==> src/design/ptsb_pkg.sv <==
// Package for the periodic timer slot bank.
// Field widths, operation codes and the entry, mask and result types.
// No dependencies.
package ptsb_pkg;

  localparam int OPC_W  = 3;
  localparam int SLOT_W = 3;
  localparam int TICK_W = 32;
  localparam int FCNT_W = 4;

  typedef logic [OPC_W-1:0]  opcode_t;
  typedef logic [SLOT_W-1:0] slot_t;
  typedef logic [TICK_W-1:0] tick_t;
  typedef logic [FCNT_W-1:0] fcnt_t;

  // operation codes
  localparam opcode_t OP_SCAN    = 3'd0;
  localparam opcode_t OP_CREATE  = 3'd1;
  localparam opcode_t OP_SET_PER = 3'd2;
  localparam opcode_t OP_START   = 3'd3;
  localparam opcode_t OP_STOP    = 3'd4;
  localparam opcode_t OP_RELEASE = 3'd5;

  // at most this many fire beats per scan
  localparam fcnt_t MAX_FIRES = 4'd8;
  localparam fcnt_t LAST_FIRE = 4'd7;

  // one memory entry per slot
  typedef struct packed {
    tick_t remaining;
    tick_t period;
    tick_t start;
  } entry_t;

  // per-field write enables
  typedef struct packed {
    logic remaining;
    logic period;
    logic start;
  } wmask_t;

  // expiry check of one slot
  typedef struct packed {
    logic  fire;
    tick_t remaining;
    logic  enabled;
  } expiry_t;

  // one fire beat
  typedef struct packed {
    slot_t fired_slot;
    tick_t remaining_count;
    logic  still_enabled;
    logic  last_fire;
  } result_t;

endpackage

==> src/design/ptsb_if.sv <==
// Valid/ready channel interfaces of the periodic timer slot bank.
// ptsb_in_if carries operations, ptsb_out_if carries fire beats.
// Depends on ptsb_pkg.
interface ptsb_in_if import ptsb_pkg::*; ();
  logic    valid;
  logic    ready;
  opcode_t opcode;
  slot_t   slot;
  tick_t   time_now;
  tick_t   period_value;
  tick_t   cycle_count;

  modport source (output valid, opcode, slot, time_now, period_value, cycle_count,
                  input ready);
  modport sink   (input valid, opcode, slot, time_now, period_value, cycle_count,
                  output ready);
endinterface

interface ptsb_out_if import ptsb_pkg::*; ();
  logic  valid;
  logic  ready;
  slot_t fired_slot;
  tick_t remaining_count;
  logic  still_enabled;
  logic  last_fire;

  modport source (output valid, fired_slot, remaining_count, still_enabled, last_fire,
                  input ready);
  modport sink   (input valid, fired_slot, remaining_count, still_enabled, last_fire,
                   output ready);
endinterface

==> src/design/ptsb_mem.sv <==
// Slot memory: remaining count, period and start time for every slot.
// One masked write port, one read port with registered data.
// Depends on ptsb_pkg.
module ptsb_mem import ptsb_pkg::*; #(
  parameter int DEPTH = 8,
  parameter int AW    = 3
) (
  input  logic          clk,
  input  logic          wr_en,
  input  logic [AW-1:0] wr_addr,
  input  wmask_t        wr_mask,
  input  entry_t        wr_data,
  input  logic          rd_en,
  input  logic [AW-1:0] rd_addr,
  output entry_t        rd_data
);

  entry_t mem [DEPTH];
  entry_t rd_data_r;

  // masked write, registered read
  always_ff @(posedge clk) begin
    if (wr_en) begin
      if (wr_mask.remaining) mem[wr_addr].remaining <= wr_data.remaining;
      if (wr_mask.period)    mem[wr_addr].period    <= wr_data.period;
      if (wr_mask.start)     mem[wr_addr].start     <= wr_data.start;
    end
    if (rd_en) begin
      rd_data_r <= mem[rd_addr];
    end
  end

  assign rd_data = rd_data_r;

endmodule

==> src/design/ptsb_expiry.sv <==
// Expiry check and count update for the slot being scanned.
// Pure logic on the entry read from the slot memory.
// Depends on ptsb_pkg.
module ptsb_expiry import ptsb_pkg::*; (
  input  entry_t  entry,
  input  tick_t   now,
  input  logic    live,
  input  logic    looping,
  output expiry_t result
);

  tick_t elapsed;
  tick_t rem_dec;

  // elapsed ticks wrap modulo 2^32
  assign elapsed = now - entry.start;

  // a nonzero count goes down by one
  assign rem_dec = (entry.remaining != '0) ? entry.remaining - 1'b1 : entry.remaining;

  always_comb begin
    result.fire      = live && (elapsed > entry.period);
    result.remaining = rem_dec;
    result.enabled   = (rem_dec != '0) || looping;
  end

endmodule

==> src/design/periodic_timer_slot_bank.sv <==
// Periodic timer slot bank: top level.
// Depends on ptsb_pkg, ptsb_if, ptsb_mem and ptsb_expiry.
//
// in_ch takes one operation per beat: scan, create, set period, start, stop
// or release, with the slot, the current tick and the period or cycle count.
// Slot operations complete in the accept cycle, so they can follow each other
// every cycle. A scan reads one slot per cycle from the slot memory, unless
// fire beats wait on a stalled receiver, and holds in_ch off until it has
// passed its final beat to the output register; then in_ch is ready again.
// out_ch carries one beat per expiring slot in ascending slot order, at most
// eight per scan; last_fire marks the final beat of a scan. A scan with no
// expiring slot gives no beat. Each beat is held back until it is known
// whether another follows in the same scan.
// When out_ch stalls, the output register and one held beat keep results; a
// third fire stops the scan until the output register drains. Operations are
// still accepted while the final beat waits to be taken.
// Reset clears the valid, enabled and looping bits of all slots and empties
// the output; the slot memory needs no clearing.
module periodic_timer_slot_bank import ptsb_pkg::*; #(
  parameter int NUM_SLOTS = 8
) (
  input  logic        clk,
  input  logic        rst_n,
  ptsb_in_if.sink     in_ch,
  ptsb_out_if.source  out_ch
);

  localparam int IDX_W = (NUM_SLOTS > 1) ? $clog2(NUM_SLOTS) : 1;
  localparam logic [IDX_W-1:0] LAST_IDX = IDX_W'(NUM_SLOTS - 1);

  localparam logic [1:0] ST_IDLE  = 2'd0;
  localparam logic [1:0] ST_SCAN  = 2'd1;
  localparam logic [1:0] ST_FLUSH = 2'd2;

  logic [1:0]           state_r, state_nxt;
  logic [IDX_W-1:0]     eval_idx_r, eval_idx_nxt;
  tick_t                now_r, now_nxt;
  fcnt_t                fire_cnt_r, fire_cnt_nxt;
  logic [NUM_SLOTS-1:0] valid_r, valid_nxt;
  logic [NUM_SLOTS-1:0] enabled_r, enabled_nxt;
  logic [NUM_SLOTS-1:0] looping_r, looping_nxt;
  logic                 pend_valid_r, pend_valid_nxt;
  result_t              pend_r, pend_nxt;
  logic                 out_valid_r, out_valid_nxt;
  result_t              out_r, out_nxt;

  logic             in_acc;
  logic             cmd_ok;
  logic [IDX_W-1:0] cmd_idx;
  logic             out_free;
  logic             stall;
  logic             scan_done;

  logic             mem_we;
  logic [IDX_W-1:0] mem_waddr;
  wmask_t           mem_wmask;
  entry_t           mem_wdata;
  logic             mem_re;
  logic [IDX_W-1:0] mem_raddr;
  entry_t           mem_rdata;
  expiry_t          exp_res;

  ptsb_mem #(
    .DEPTH (NUM_SLOTS),
    .AW    (IDX_W)
  ) u_mem (
    .clk     (clk),
    .wr_en   (mem_we),
    .wr_addr (mem_waddr),
    .wr_mask (mem_wmask),
    .wr_data (mem_wdata),
    .rd_en   (mem_re),
    .rd_addr (mem_raddr),
    .rd_data (mem_rdata)
  );

  ptsb_expiry u_expiry (
    .entry   (mem_rdata),
    .now     (now_r),
    .live    (valid_r[eval_idx_r] && enabled_r[eval_idx_r]),
    .looping (looping_r[eval_idx_r]),
    .result  (exp_res)
  );

  // handshake terms
  assign in_ch.ready = (state_r == ST_IDLE);
  assign in_acc      = in_ch.valid && in_ch.ready;
  assign cmd_ok      = int'(in_ch.slot) < NUM_SLOTS;
  assign cmd_idx     = IDX_W'(in_ch.slot);
  assign out_free    = !out_valid_r || out_ch.ready;
  assign stall       = exp_res.fire && pend_valid_r && !out_free;
  assign scan_done   = (eval_idx_r == LAST_IDX) ||
                       (exp_res.fire && (fire_cnt_r == LAST_FIRE));

  // operation decode and scan sequencer
  always_comb begin
    state_nxt      = state_r;
    eval_idx_nxt   = eval_idx_r;
    now_nxt        = now_r;
    fire_cnt_nxt   = fire_cnt_r;
    valid_nxt      = valid_r;
    enabled_nxt    = enabled_r;
    looping_nxt    = looping_r;
    pend_valid_nxt = pend_valid_r;
    pend_nxt       = pend_r;
    out_valid_nxt  = out_valid_r;
    out_nxt        = out_r;
    mem_we         = 1'b0;
    mem_waddr      = eval_idx_r;
    mem_wmask      = '0;
    mem_wdata      = '0;
    mem_re         = 1'b0;
    mem_raddr      = eval_idx_r + 1'b1;

    // output beat taken
    if (out_valid_r && out_ch.ready) begin
      out_valid_nxt = 1'b0;
    end

    unique case (state_r)
      ST_IDLE: begin
        if (in_acc) begin
          if (in_ch.opcode == OP_SCAN) begin
            now_nxt      = in_ch.time_now;
            eval_idx_nxt = '0;
            fire_cnt_nxt = '0;
            mem_re       = 1'b1;
            mem_raddr    = '0;
            state_nxt    = ST_SCAN;
          end else if (cmd_ok) begin
            mem_waddr = cmd_idx;
            unique case (in_ch.opcode)
              OP_CREATE: begin
                valid_nxt[cmd_idx]   = 1'b1;
                enabled_nxt[cmd_idx] = 1'b0;
                looping_nxt[cmd_idx] = 1'b0;
                mem_we               = 1'b1;
                mem_wmask            = '{remaining: 1'b1, period: 1'b1, start: 1'b1};
                mem_wdata            = '{remaining: '0, period: in_ch.period_value,
                                         start: in_ch.time_now};
              end
              OP_SET_PER: begin
                mem_we    = 1'b1;
                mem_wmask = '{remaining: 1'b0, period: 1'b1, start: 1'b0};
                mem_wdata = '{remaining: '0, period: in_ch.period_value, start: '0};
              end
              OP_START: begin
                enabled_nxt[cmd_idx] = 1'b1;
                looping_nxt[cmd_idx] = (in_ch.cycle_count == '0);
                mem_we               = 1'b1;
                mem_wmask            = '{remaining: 1'b1, period: 1'b0, start: 1'b1};
                mem_wdata            = '{remaining: in_ch.cycle_count, period: '0,
                                         start: in_ch.time_now};
              end
              OP_STOP: begin
                enabled_nxt[cmd_idx] = 1'b0;
                mem_we               = 1'b1;
                mem_wmask            = '{remaining: 1'b1, period: 1'b0, start: 1'b1};
                mem_wdata            = '{remaining: '0, period: '0, start: in_ch.time_now};
              end
              OP_RELEASE: begin
                valid_nxt[cmd_idx]   = 1'b0;
                enabled_nxt[cmd_idx] = 1'b0;
              end
              default: begin
              end
            endcase
          end
        end
      end

      ST_SCAN: begin
        if (!stall) begin
          // expiring slot: write back, hand the held beat on, hold the new one
          if (exp_res.fire) begin
            mem_we                  = 1'b1;
            mem_wmask               = '{remaining: 1'b1, period: 1'b0, start: 1'b1};
            mem_wdata               = '{remaining: exp_res.remaining, period: '0,
                                        start: now_r};
            enabled_nxt[eval_idx_r] = exp_res.enabled;
            if (pend_valid_r) begin
              out_valid_nxt     = 1'b1;
              out_nxt           = pend_r;
              out_nxt.last_fire = 1'b0;
            end
            pend_valid_nxt = 1'b1;
            pend_nxt       = '{fired_slot: SLOT_W'(eval_idx_r),
                               remaining_count: exp_res.remaining,
                               still_enabled: exp_res.enabled, last_fire: 1'b0};
            fire_cnt_nxt   = fire_cnt_r + 1'b1;
          end
          // next slot or wind up
          if (scan_done) begin
            state_nxt = ST_FLUSH;
          end else begin
            eval_idx_nxt = eval_idx_r + 1'b1;
            mem_re       = 1'b1;
          end
        end
      end

      ST_FLUSH: begin
        if (!pend_valid_r) begin
          state_nxt = ST_IDLE;
        end else if (out_free) begin
          out_valid_nxt     = 1'b1;
          out_nxt           = pend_r;
          out_nxt.last_fire = 1'b1;
          pend_valid_nxt    = 1'b0;
          state_nxt         = ST_IDLE;
        end
      end

      default: begin
        state_nxt = ST_IDLE;
      end
    endcase
  end

  // control state
  always_ff @(posedge clk) begin
    if (!rst_n) begin
      state_r      <= ST_IDLE;
      eval_idx_r   <= '0;
      fire_cnt_r   <= '0;
      valid_r      <= '0;
      enabled_r    <= '0;
      looping_r    <= '0;
      pend_valid_r <= 1'b0;
      out_valid_r  <= 1'b0;
    end else begin
      state_r      <= state_nxt;
      eval_idx_r   <= eval_idx_nxt;
      fire_cnt_r   <= fire_cnt_nxt;
      valid_r      <= valid_nxt;
      enabled_r    <= enabled_nxt;
      looping_r    <= looping_nxt;
      pend_valid_r <= pend_valid_nxt;
      out_valid_r  <= out_valid_nxt;
    end
  end

  // payload registers
  always_ff @(posedge clk) begin
    now_r  <= now_nxt;
    pend_r <= pend_nxt;
    out_r  <= out_nxt;
  end

  // output channel
  assign out_ch.valid           = out_valid_r;
  assign out_ch.fired_slot      = out_r.fired_slot;
  assign out_ch.remaining_count = out_r.remaining_count;
  assign out_ch.still_enabled   = out_r.still_enabled;
  assign out_ch.last_fire       = out_r.last_fire;

  // checks
  a_fire_cap: assert property (@(posedge clk) disable iff (!rst_n)
    fire_cnt_r <= MAX_FIRES)
    else $error("fire count above limit");

  a_no_rw_clash: assert property (@(posedge clk) disable iff (!rst_n)
    (mem_we && mem_re) |-> (mem_waddr != mem_raddr))
    else $error("slot memory read and write hit the same entry");

  a_idle_no_pend: assert property (@(posedge clk) disable iff (!rst_n)
    (state_r == ST_IDLE) |-> !pend_valid_r)
    else $error("held fire beat left behind after scan");

  a_scan_start: assert property (@(posedge clk) disable iff (!rst_n)
    (in_acc && (in_ch.opcode == OP_SCAN)) |=> (state_r == ST_SCAN) && (eval_idx_r == '0))
    else $error("scan did not start at slot zero");

endmodule
==> src/flat_wrapper.sv <==
// flat-port wrapper written by rule: the top's interface ports become plain ports
module periodic_timer_slot_bank_flat import ptsb_pkg::*;
#(
  parameter int NUM_SLOTS = 8
)
  (clk, rst_n, in_ch_valid, in_ch_opcode, in_ch_slot, in_ch_time_now, in_ch_period_value, in_ch_cycle_count, in_ch_ready, out_ch_valid, out_ch_fired_slot, out_ch_remaining_count, out_ch_still_enabled, out_ch_last_fire, out_ch_ready);
  ptsb_in_if in_ch_i ();
  ptsb_out_if out_ch_i ();
  input  logic clk;
  input  logic rst_n;
  input wire logic [$bits(in_ch_i.valid)-1:0] in_ch_valid;
  input wire logic [$bits(in_ch_i.opcode)-1:0] in_ch_opcode;
  input wire logic [$bits(in_ch_i.slot)-1:0] in_ch_slot;
  input wire logic [$bits(in_ch_i.time_now)-1:0] in_ch_time_now;
  input wire logic [$bits(in_ch_i.period_value)-1:0] in_ch_period_value;
  input wire logic [$bits(in_ch_i.cycle_count)-1:0] in_ch_cycle_count;
  output wire logic [$bits(in_ch_i.ready)-1:0] in_ch_ready;
  output wire logic [$bits(out_ch_i.valid)-1:0] out_ch_valid;
  output wire logic [$bits(out_ch_i.fired_slot)-1:0] out_ch_fired_slot;
  output wire logic [$bits(out_ch_i.remaining_count)-1:0] out_ch_remaining_count;
  output wire logic [$bits(out_ch_i.still_enabled)-1:0] out_ch_still_enabled;
  output wire logic [$bits(out_ch_i.last_fire)-1:0] out_ch_last_fire;
  input wire logic [$bits(out_ch_i.ready)-1:0] out_ch_ready;
  assign in_ch_i.valid = in_ch_valid;
  assign in_ch_i.opcode = in_ch_opcode;
  assign in_ch_i.slot = in_ch_slot;
  assign in_ch_i.time_now = in_ch_time_now;
  assign in_ch_i.period_value = in_ch_period_value;
  assign in_ch_i.cycle_count = in_ch_cycle_count;
  assign in_ch_ready = in_ch_i.ready;
  assign out_ch_valid = out_ch_i.valid;
  assign out_ch_fired_slot = out_ch_i.fired_slot;
  assign out_ch_remaining_count = out_ch_i.remaining_count;
  assign out_ch_still_enabled = out_ch_i.still_enabled;
  assign out_ch_last_fire = out_ch_i.last_fire;
  assign out_ch_i.ready = out_ch_ready;
  periodic_timer_slot_bank #(.NUM_SLOTS(NUM_SLOTS)) u_core (.clk(clk), .rst_n(rst_n), .in_ch(in_ch_i), .out_ch(out_ch_i));
endmodule
==> config.mk <==
export PLATFORM = sky130hd
export DESIGN_NAME = periodic_timer_slot_bank_flat
export DESIGN_NICKNAME = d
export VERILOG_FILES = /design/src/design/ptsb_pkg.sv /design/src/design/ptsb_if.sv /design/src/design/ptsb_mem.sv /design/src/design/ptsb_expiry.sv /design/src/design/periodic_timer_slot_bank.sv /design/src/flat_wrapper.sv
export SDC_FILE = /design/constraint.sdc
export NUM_CORES = 1
export LEC_CHECK = 0
export BUFFER_PORTS_ARGS = -buffer_cell sky130_fd_sc_hd__buf_4
export CAP_MARGIN = 20
export CORE_ASPECT_RATIO = 0.5
export CORE_MARGIN = 8
export CORE_UTILIZATION = 60
export CTS_CLUSTER_DIAMETER = 150
export DETAILED_ROUTE_END_ITERATION = 16
export PLACE_DENSITY = 0.77
export SYNTH_ARGS = -nofsm -noshare
export SYNTH_HDL_FRONTEND = slang
export SYNTH_SLANG_ARGS = --single-unit
==> constraint.sdc <==
create_clock -name clk -period 18.3 [get_ports clk]
set_input_delay 0.915 -clock clk [delete_from_list [all_inputs] [get_ports clk]]
set_output_delay 0.915 -clock clk [all_outputs]
set_load 0.1 [all_outputs]
==> impl.org, run 1 <==
** Status
- Result of the run :: complete, no violations

** Timing
- The worst pin sits at a relative slew slack of 25.0%.
- Accumulated negative setup slack :: 0 ns
- Between clock sinks in the finished design, the worst skew comes to 0.0228 ns.
- Minimum clock period :: 7.74 ns
- Setup violations remaining at the end of the flow were counted as 0.
- Hold violation count in the final report :: 0
- The final critical path takes up 42.3% of the cycle.
- RSZ-0062 raised after global routing :: no
- Achievable clock frequency :: 129 MHz
- The final count of pins violating max slew is 0.
- Slew of the pin with the lowest slew margin :: 1.12 ns

** Detailed routing
- Drt wl/cell :: 25.4 um
- Pre-antenna DRT Iters :: 8
- Post-Route WL :: 106 mm
- Across all layers, the routed design uses 26.5k vias.
- Post-route antenna net violation count :: 0
- In this run, the number of DRC markers left after iteration 0 of detailed routing was 3,016.
- Residual DRC :: 0
- In the routed layout, each cell is associated on average with a via count of 6.34.

** Hold path
- Cells on Worst Hold Path :: 0
- Hold endpoint :: u_core.out_ch.remaining_count[25]$_DFFE_PP_
- The startpoint identified for the worst hold timing path is u_core.pend_r[27]$_DFFE_PP_.
- The min-delay analysis places its worst path in the category reg2reg.

** Global routing
- Initial antenna violation count :: 3
- Global routing used 41.9% of the available met2 tracks.
- GRT Util Overall :: 26.4%
- Total gr overflow :: 0
- In this run the most used layer during global routing was met2.
- Number of global-route vias before repair :: 25.8k
- Grt met1 use :: 37.5%
- Global routing used 5.31% of the available met3 tracks.
- First-pass GRT wire length :: 159 mm
- Pin count of the biggest net entering global routing :: 81

** Critical path
- Largest driver fanout on the critical path :: 56
- The worst register-to-register path has a setup slack of 10.56 ns.
- The critical path in this run is classified as reg2reg.
- Data arrival time of the critical path :: 8.03 ns
- Worst Setup End Kind :: flop
- STA classifies the critical path startpoint as a flop.
- The worst register-to-register path ends at u_core.u_mem.mem[5][78]$_DFFE_PP_.
- The worst register-to-register path has a depth of 23.
- Data on the critical path is required at its endpoint by 18.59 ns.
- The startpoint identified for the worst register-to-register timing path is u_core.now_r[0]$_DFFE_PP_.

** Synth
- Most frequently used flop master after synthesis :: edfxtp_1
- The cell area that synthesis handed to floorplanning was 42,200 um2.
- The synthesized design spends more area on one cell type than any other, namely edfxtp_1.
- Yosys synthesis warning count :: 0
- After synthesis, flip-flops and latches occupy 70.7% of the total area.
- Share of the synthesized area in the top cell type :: 69.0%
- Share of synthesized flip-flops with an asynchronous set or reset :: 0%
- Synthesis inferred 1,004 register bits.
- Ranking of synthesized cells by area :: edfxtp_1 (69%), nand2_1 (5.7%), mux4_2 (5.0%), nand3_1 (3.7%), ha_1 (2.1%)
- Synthesized net count :: 3,210
- Counting flops with a built-in enable in the synthesized netlist gives 969.
- Count of unique library cells instantiated by Yosys :: 77
- Dividing the synthesized area by the synthesized cell count gives 13.9 um2.
- Syn Inst Count :: 3,032

** Floorplan
- Starting Density :: 60.9%
- The die covers 79,500 um2.
- Height of the die :: 203 um
- Number of ports placed on the die boundary :: 145
- In this run the standard cell core region covers 69,300 um2.
- The floorplan has 68 rows.
- Die width :: 391 um

** CTS
- Clock-pin slew was measured on the worst setup and hold paths at 0.07 ns.
- TritonCTS built the clock tree.
- In this run, post-CTS repair resized a total of 0 instances.
- The H-tree was split into 3 levels.
- Buffers inserted to repair hold after CTS numbered 0.
- CTS Sinks :: 1,004
- Post-CTS timing repair inserted 0 buffers for setup.
- CTS Root Cell :: clkbuf_16
- Number of buffers added by the clock tree synthesis step :: 85
- Buffer depth of the longest clock path :: 3
- The later pin in the worst-skew pair is clocked with a latency of 0.68 ns.

** Placed design
- Routability-driven placement finished with a final weighted congestion of 0.943.
- Number of buffers inserted by port buffering :: 144
- The HPWL after detailed placement is 65.9 mm.
- After detailed placement, the design holds a cell count of 4,015.

** Power and ir drop
- VDD sags by at most 0.0000678 V.
- For this design the ratio of total power to cell area is 108 nW/um2.
- Summed over all cells, the static leakage comes to 16.4 nW.

** Final layout
- Post-layout nets :: 3,336
- Multi-input gate area :: 11,600 um2
- Share of layout cells above drive strength 1 :: 14.5%
- Fin util :: 68.1%
- Reg area :: 29,800 um2
- Area grow syn2layout :: 11.9%
- Post-Layout Cell Count :: 4,171
- After filler insertion, the fill cell instance count of the layout stands at 4,579.

** Job
- Across the run, the number of max-cap violations was 0.
## cell type report
class	instances	share of cell area, %
Tap cell	945	2.51
Clock inverter	53	1.20
Inverter	98	0.785
Sequential cell	1004	63.2
Antenna cell	3	0.0159
Clock buffer	99	4.67
Multi-Input combinational cell	1780	24.6
Timing Repair Buffer	189	3.03
## report_power, final
| part | switching (mW) | internal, mW | total, mW |
|---|---|---|---|
| clock network | 0.818 | 1.02 | 1.84 |
| registers | 0.0446 | 2.62 | 2.66 |
| logic | 0.400 | 0.192 | 0.592 |
## how the worst max path moves through the flow
stage / slack [ns] / depth (start not counted) / endpoint / from
after floorplan: 9.00 / 23 / u_core.u_mem.mem[7][0]$_DFFE_PP_ / u_core.now_r[0]$_DFFE_PP_
after global placement: 10.62 / 24 / u_core.u_mem.mem[3][22]$_DFFE_PP_ / u_core.now_r[0]$_DFFE_PP_
after detailed placement: 10.61 / 23 / u_core.u_mem.mem[4][77]$_DFFE_PP_ / u_core.now_r[0]$_DFFE_PP_
after CTS: 10.58 / 23 / u_core.u_mem.mem[4][74]$_DFFE_PP_ / u_core.now_r[0]$_DFFE_PP_
after global routing: 9.84 / 23 / u_core.u_mem.mem[4][74]$_DFFE_PP_ / u_core.now_r[0]$_DFFE_PP_
final: 10.56 / 23 / u_core.u_mem.mem[5][78]$_DFFE_PP_ / u_core.now_r[0]$_DFFE_PP_
## placed cells by master, fill, tap and decap left out, drive strengths merged, types with 11 or more instances in the layout
cell,synthesis,final
nand3,314,314
bufinv,0,11
xnor2,35,35
nand4,15,15
nand2,644,644
mux2i,16,16
nor3,31,31
inv,98,104
nor2,102,102
ha,71,71
or2,13,13
clkinv,0,31
mux4,93,93
nor4,23,23
a22o,62,62
xor2,13,13
a21oi,43,43
a21o,16,16
and2,41,41
buf,28,188
o21ai,43,43
dfxtp,35,35
o21a,12,12
nand2b,13,13
o31ai,12,12
clkbuf,122,100
a211oi,16,16
edfxtp,969,969
a31oi,11,11
## routing by layer
metal / wire length [um] / part of all wire (%)
met1: 42400 / 40
met2: 50300 / 47
met3: 10800 / 10
met4: 2460 / 2.3
met5: 0 / 0
## worst max-delay path: stages (launching register included)
cell and delay (ns):
edfxtp_1 0.38, inv_1 0.09, ha_1 0.16, inv_1 0.06, fa_1 0.41, a21oi_1 0.23, o211ai_1 0.18, a21o_1 0.26
a31o_2 0.29, a31oi_1 0.44, nor2_1 0.15, a221oi_1 0.35, xnor2_1 0.11, ha_1 0.30, nand4_1 0.13, nor4_1 0.43
nand4_1 0.20, o211a_1 0.50, nor2_1 0.23, nand3_1 0.33, inv_4 0.36, nor2_1 0.18, nor3_2 0.64, buf_4 0.80
## metrics by stage
step	power (mW)	instance area (um2)	hold WS, ns	worst slack (ns)
finish	5.09	47200	0.409	10.56
global route	5.25	47200	0.409	9.84
CTS	5.09	47200	0.402	10.58
detailed placement	3.29	44400	0.405	10.61
global placement	3.27	44400	0.401	10.62
floorplan	3.08	42200	0.400	9.00
## cells by family after synthesis
kind of cell	Yosys count	share of synthesized area, %
AND/OR/NAND/NOR	1251	13.3
multiplexers	116	5.53
adder cells (fa/ha/maj)	72	2.15
AO/OA/AOI/OAI	293	5.07
buffers and inverters	248	2.25
XOR/XNOR	48	0.997
flip-flops	1004	70.7
## registers in the layout (all words and copies together) (netlist names), 2 cells and up, named ones only
register	cells
u_core.eval_idx_r	3
u_core.now_r	32
u_core.out_ch.remaining_count	32
u_core.pend_r	36
u_core.fire_cnt_r	4
u_core.u_mem.rd_data	96
u_core.looping_r	8
u_core.out_ch.fired_slot	3
u_core.u_mem.mem	768
u_core.state_r	2
## synthesized netlist by cell type (25+ instances only)
cell type,instances
o21ai_0,40
edfxtp_1,969
buf_1,25
nand2_1,644
mux4_2,93
a21oi_1,43
xnor2_1,35
inv_1,97
nand3_1,314
a22o_1,62
dfxtp_1,35
ha_1,71
and2_1,41
clkbuf_1,122
nor2_1,102
nor3_1,30
No activity file was read; power rests on OpenSTA's default activity.
==> inputs of run 2 (changes only) <==
--- a/config.mk
+++ b/config.mk
@@ -9,10 +9,10 @@
 export CAP_MARGIN = 20
 export CORE_ASPECT_RATIO = 0.5
 export CORE_MARGIN = 8
-export CORE_UTILIZATION = 60
+export CORE_UTILIZATION = 56
 export CTS_CLUSTER_DIAMETER = 150
 export DETAILED_ROUTE_END_ITERATION = 16
-export PLACE_DENSITY = 0.77
+export PLACE_DENSITY = 0.76
 export SYNTH_ARGS = -nofsm -noshare
 export SYNTH_HDL_FRONTEND = slang
 export SYNTH_SLANG_ARGS = --single-unit
==> constraint.sdc (replaced) <==
create_clock -name clk -period 6.6 [get_ports clk]
set_input_delay 0.33 -clock clk [delete_from_list [all_inputs] [get_ports clk]]
set_output_delay 0.33 -clock clk [all_outputs]
set_load 0.1 [all_outputs]
==> run 2 against run 1 <==
Count of clock-buffer cells in the layout is 6 higher; final cell count grew 2.9%; fmax increased by 23%; critical path depth stayed put; non-clock buffer count rose by 45; via count up 0.40%; worst setup slack worse by 10 ns; clock skew is 0.00084 ns higher; clock power rose to 2.6 times the previous value; cell area is 1.0% higher; register-to-register slack lost 10 ns; total power rose to 2.7 times the previous value; critical path type unchanged; critical endpoint is now u_core.u_mem.mem[4][76]$_DFFE_PP_; largest cell class unchanged; largest power group unchanged.
==> impl.org, run 2 (synthesis results as in run 1) <==
** Placed design
- The cell count after placement is 4,104 (+2.2%).
- The post-detailed-placement half-perimeter wirelength is 63.9 mm (-3.1%).
- The final weighted congestion in routability-driven placement is 0.898 (-4.7%).
- The post-place setup slack is 0.265 ns (-10.34 ns).
- The area of placed instances came to 44,700 um2 (+0.74%).
- Number of buffers inserted by port buffering :: 144 (unchanged)

** Power and ir drop
- Power per Cell Area :: 291 nW/um2 (+170%)
- Worst vdd ir :: 0.000192 V (+180%)
- The power after layout is 13.9 mW (+170%).
- Static leakage :: 16.6 nW (+1.1%)

** Floorplan
- Height of the die :: 210 um (+3.2%)
- # rows :: 71 (+4.4%)
- The total I/O pin count is 145 (unchanged).
- The effective utilization at floorplan was 56.3% (-4.6 points).
- Area of the placeable core :: 74,900 um2 (+8.1%)
- Die width :: 404 um (+3.4%)
- The area of the die came to 84,900 um2 (+6.7%).

** Global routing
- Total gr overflow :: 0 (unchanged)
- GRT Util Overall :: 24.4% (-2.0 points)
- The pin count of the biggest net entering global routing was 121 (+49%).
- The global-route wire length before repair came to 158 mm (-0.60%).
- The number of global-route vias before repair is 25.9k (+0.29%).
- The initial antenna violation count came to 4 (+1).

** Critical path
- STA classifies the critical path endpoint as a flop.
- The most critical setup path has its startpoint at u_core.now_r[0]$_DFFE_PP_.
- R2r startpoint :: u_core.now_r[0]$_DFFE_PP_
- Required @ worst endpoint :: 7.05 ns (-11.54 ns)
- Nature of the critical path startpoint :: flop
- Largest driver fanout on the critical path :: 63 (+13%)
- The worst setup path is of the reg2reg kind.
- The data arrival time of the critical path came to 6.72 ns (-1.31 ns).

** Timing
- Achievable clock frequency :: 159 MHz (+23%)
- RSZ-0062 raised after global routing :: no
- The clock period minus final worst setup slack is 6.27 ns (-1.47 ns).
- The smallest hold slack is 0.0477 ns (-0.361 ns).
- Count of final setup violators :: 0 (unchanged)
- The worst setup slack after layout was 0.330 ns (-10.23 ns).
- The final critical-path share of the clock period came to 95.0% (+53 points).
- The sum of negative setup slack was 0 ns (unchanged).
- The final setup skew is 0.0236 ns (+0.000845 ns).
- The worst relative slew slack was 24.6% (-0.42 points).
- The final count of pins violating max slew was 0 (unchanged).
- The pin slew with the least headroom to its limit came to 1.13 ns (+0.0122 ns).
- Hold violation count in the final report :: 0 (unchanged)

** CTS
- Setup fix buffers added after clock tree synthesis :: 0 (unchanged)
- The maximum clock path buffer count came to 3 (unchanged).
- Clock network latency to the later pin of the worst-skew pair :: 0.65 ns (-0.03 ns)
- H-tree lvl count :: 3 (unchanged)
- The post-CTS clock slew at the launch and capture registers of the worst setup and hold paths came to 0.07 ns (about the same).
- The CTS buffer count is 86 (+1.2%).
- The cell sitting at the root of the clock tree is a clkbuf_16.
- CTS Sinks :: 1,004 (unchanged)
- TritonCTS built the clock tree.

** Status
- The run finished with clean final reports.

** Detailed routing
- The total routed wirelength was 106 mm (about the same).
- Post-route antenna net violation count :: 0 (unchanged)
- The first-pass iteration count of the detailed router came to 6 (-2).
- The post-detailed-route wirelength per cell came to 24.7 um (-2.7%).
- The via density per instance was 6.19 (-2.4%).
- The count of vias placed by the detailed router came to 26.6k (+0.40%).
- Residual DRC :: 0 (unchanged)
- Count of routing violations after the opening detailed-route iteration :: 3,267 (+8.3%)

** Final layout
- Post-layout nets :: 3,382 (+1.4%)
- The filler cell count in the final layout was 5,231 (+14%).
- The non-filler instance count after layout came to 4,291 (+2.9%).
- Fin util :: 63.6% (-4.5 points)
- Register ranked first by flip-flop count :: u_core.u_mem.mem
- The share of post-route cells with drive strength above 1 came to 14.5% (+0.054 points).
- Most frequent cells in the layout :: edfxtp_1 (969), nand2_1 (641), nand3_1 (314)
- The library cell used most frequently in the layout, excluding fill and tap cells, is edfxtp_1.
- Multi-input gate area :: 11,600 um2 (+0.34%)
- Relative to the synthesized area, the layout overhead comes to 13.0%.
- The sequential standard cell area was 29,800 um2 (unchanged).
- The flip-flop count of the largest register after layout is 768 (unchanged).
- The final non-filler cell area came to 47,600 um2 (+1.0%).

** Job
- The total of max-cap violations was 0 (unchanged).

** Hold path
- Class of the tightest hold or removal check :: in2reg
- Worst hold start :: rst_n
==> run 2: cell types whose count changed in the layout (fill, tap and decap cells not counted), moves of 4 or more <==
cell,change
buf_12,+8
nor3_4,+4
dlygate4sd3_1,+33
clkinv_2,+5
bufinv_16,-8
nor3_2,-4
clkbuf_1,+5
==> run 2: layer usage <==
| metal | share of wire, % | track usage, % |
|---|---|---|
| met2 | 47 | 39.2 |
| met4 | 3.6 | 8.83 |
| met1 | 38 | 33.3 |
| met5 | 0.012 | 0 |
| met3 | 11 | 4.95 |
==> run 2: critical path, stage by stage, from the launching register on <==
cell and delay, ns:
edfxtp_1 0.39, inv_1 0.08, ha_1 0.18, inv_1 0.07, fa_1 0.40, a21oi_1 0.24
o211ai_1 0.14, a21o_1 0.24, a31o_2 0.29, a31oi_1 0.25, nor2_1 0.11, a221oi_1 0.32
xnor2_1 0.15, ha_1 0.31, nand4_1 0.11, nor4_1 0.39, nand4_1 0.18, o211a_1 0.34
nor2_1 0.15, nand3_1 0.18, inv_4 0.11, buf_6 0.50, buf_4 0.54, a22o_1 0.35
==> run 2: repair_timing <==
item	4_1_cts	5_1_grt
hold buffers	33	0
gates resized for setup	0	2
endpoints found under the hold margin	40	0
setup endpoints to repair	0	152
==> run 2: layout make-up <==
cell class | instances | share of cell area (%)
Timing Repair Buffer | 234 | 4.10
Sequential cell | 1004 | 62.5
Clock buffer | 105 | 4.69
Multi-Input combinational cell | 1780 | 24.4
Inverter | 98 | 0.777
Tap cell | 1022 | 2.68
Antenna cell | 3 | 0.0158
Clock inverter | 45 | 0.743
==> run 2: worst paths after layout <==
check / to / slack, ns / cells after the start
min reg2reg: u_core.out_ch.remaining_count[14]$_DFFE_PP_ / 0.41 / 0
max: u_core.u_mem.mem[4][76]$_DFFE_PP_ / 0.33 / 23
min: u_core.fire_cnt_r[1]$_SDFFE_PN0P_ / 0.05 / 3
max reg2reg: u_core.u_mem.mem[4][76]$_DFFE_PP_ / 0.33 / 23
==> run 2: power breakdown <==
group	internal [mW]	switching, mW	leakage [nW]
combinational	0.573	1.12	6.24
clock	2.54	2.24	1.26
sequential	7.26	0.131	9.09
total	10.4	3.49	16.6
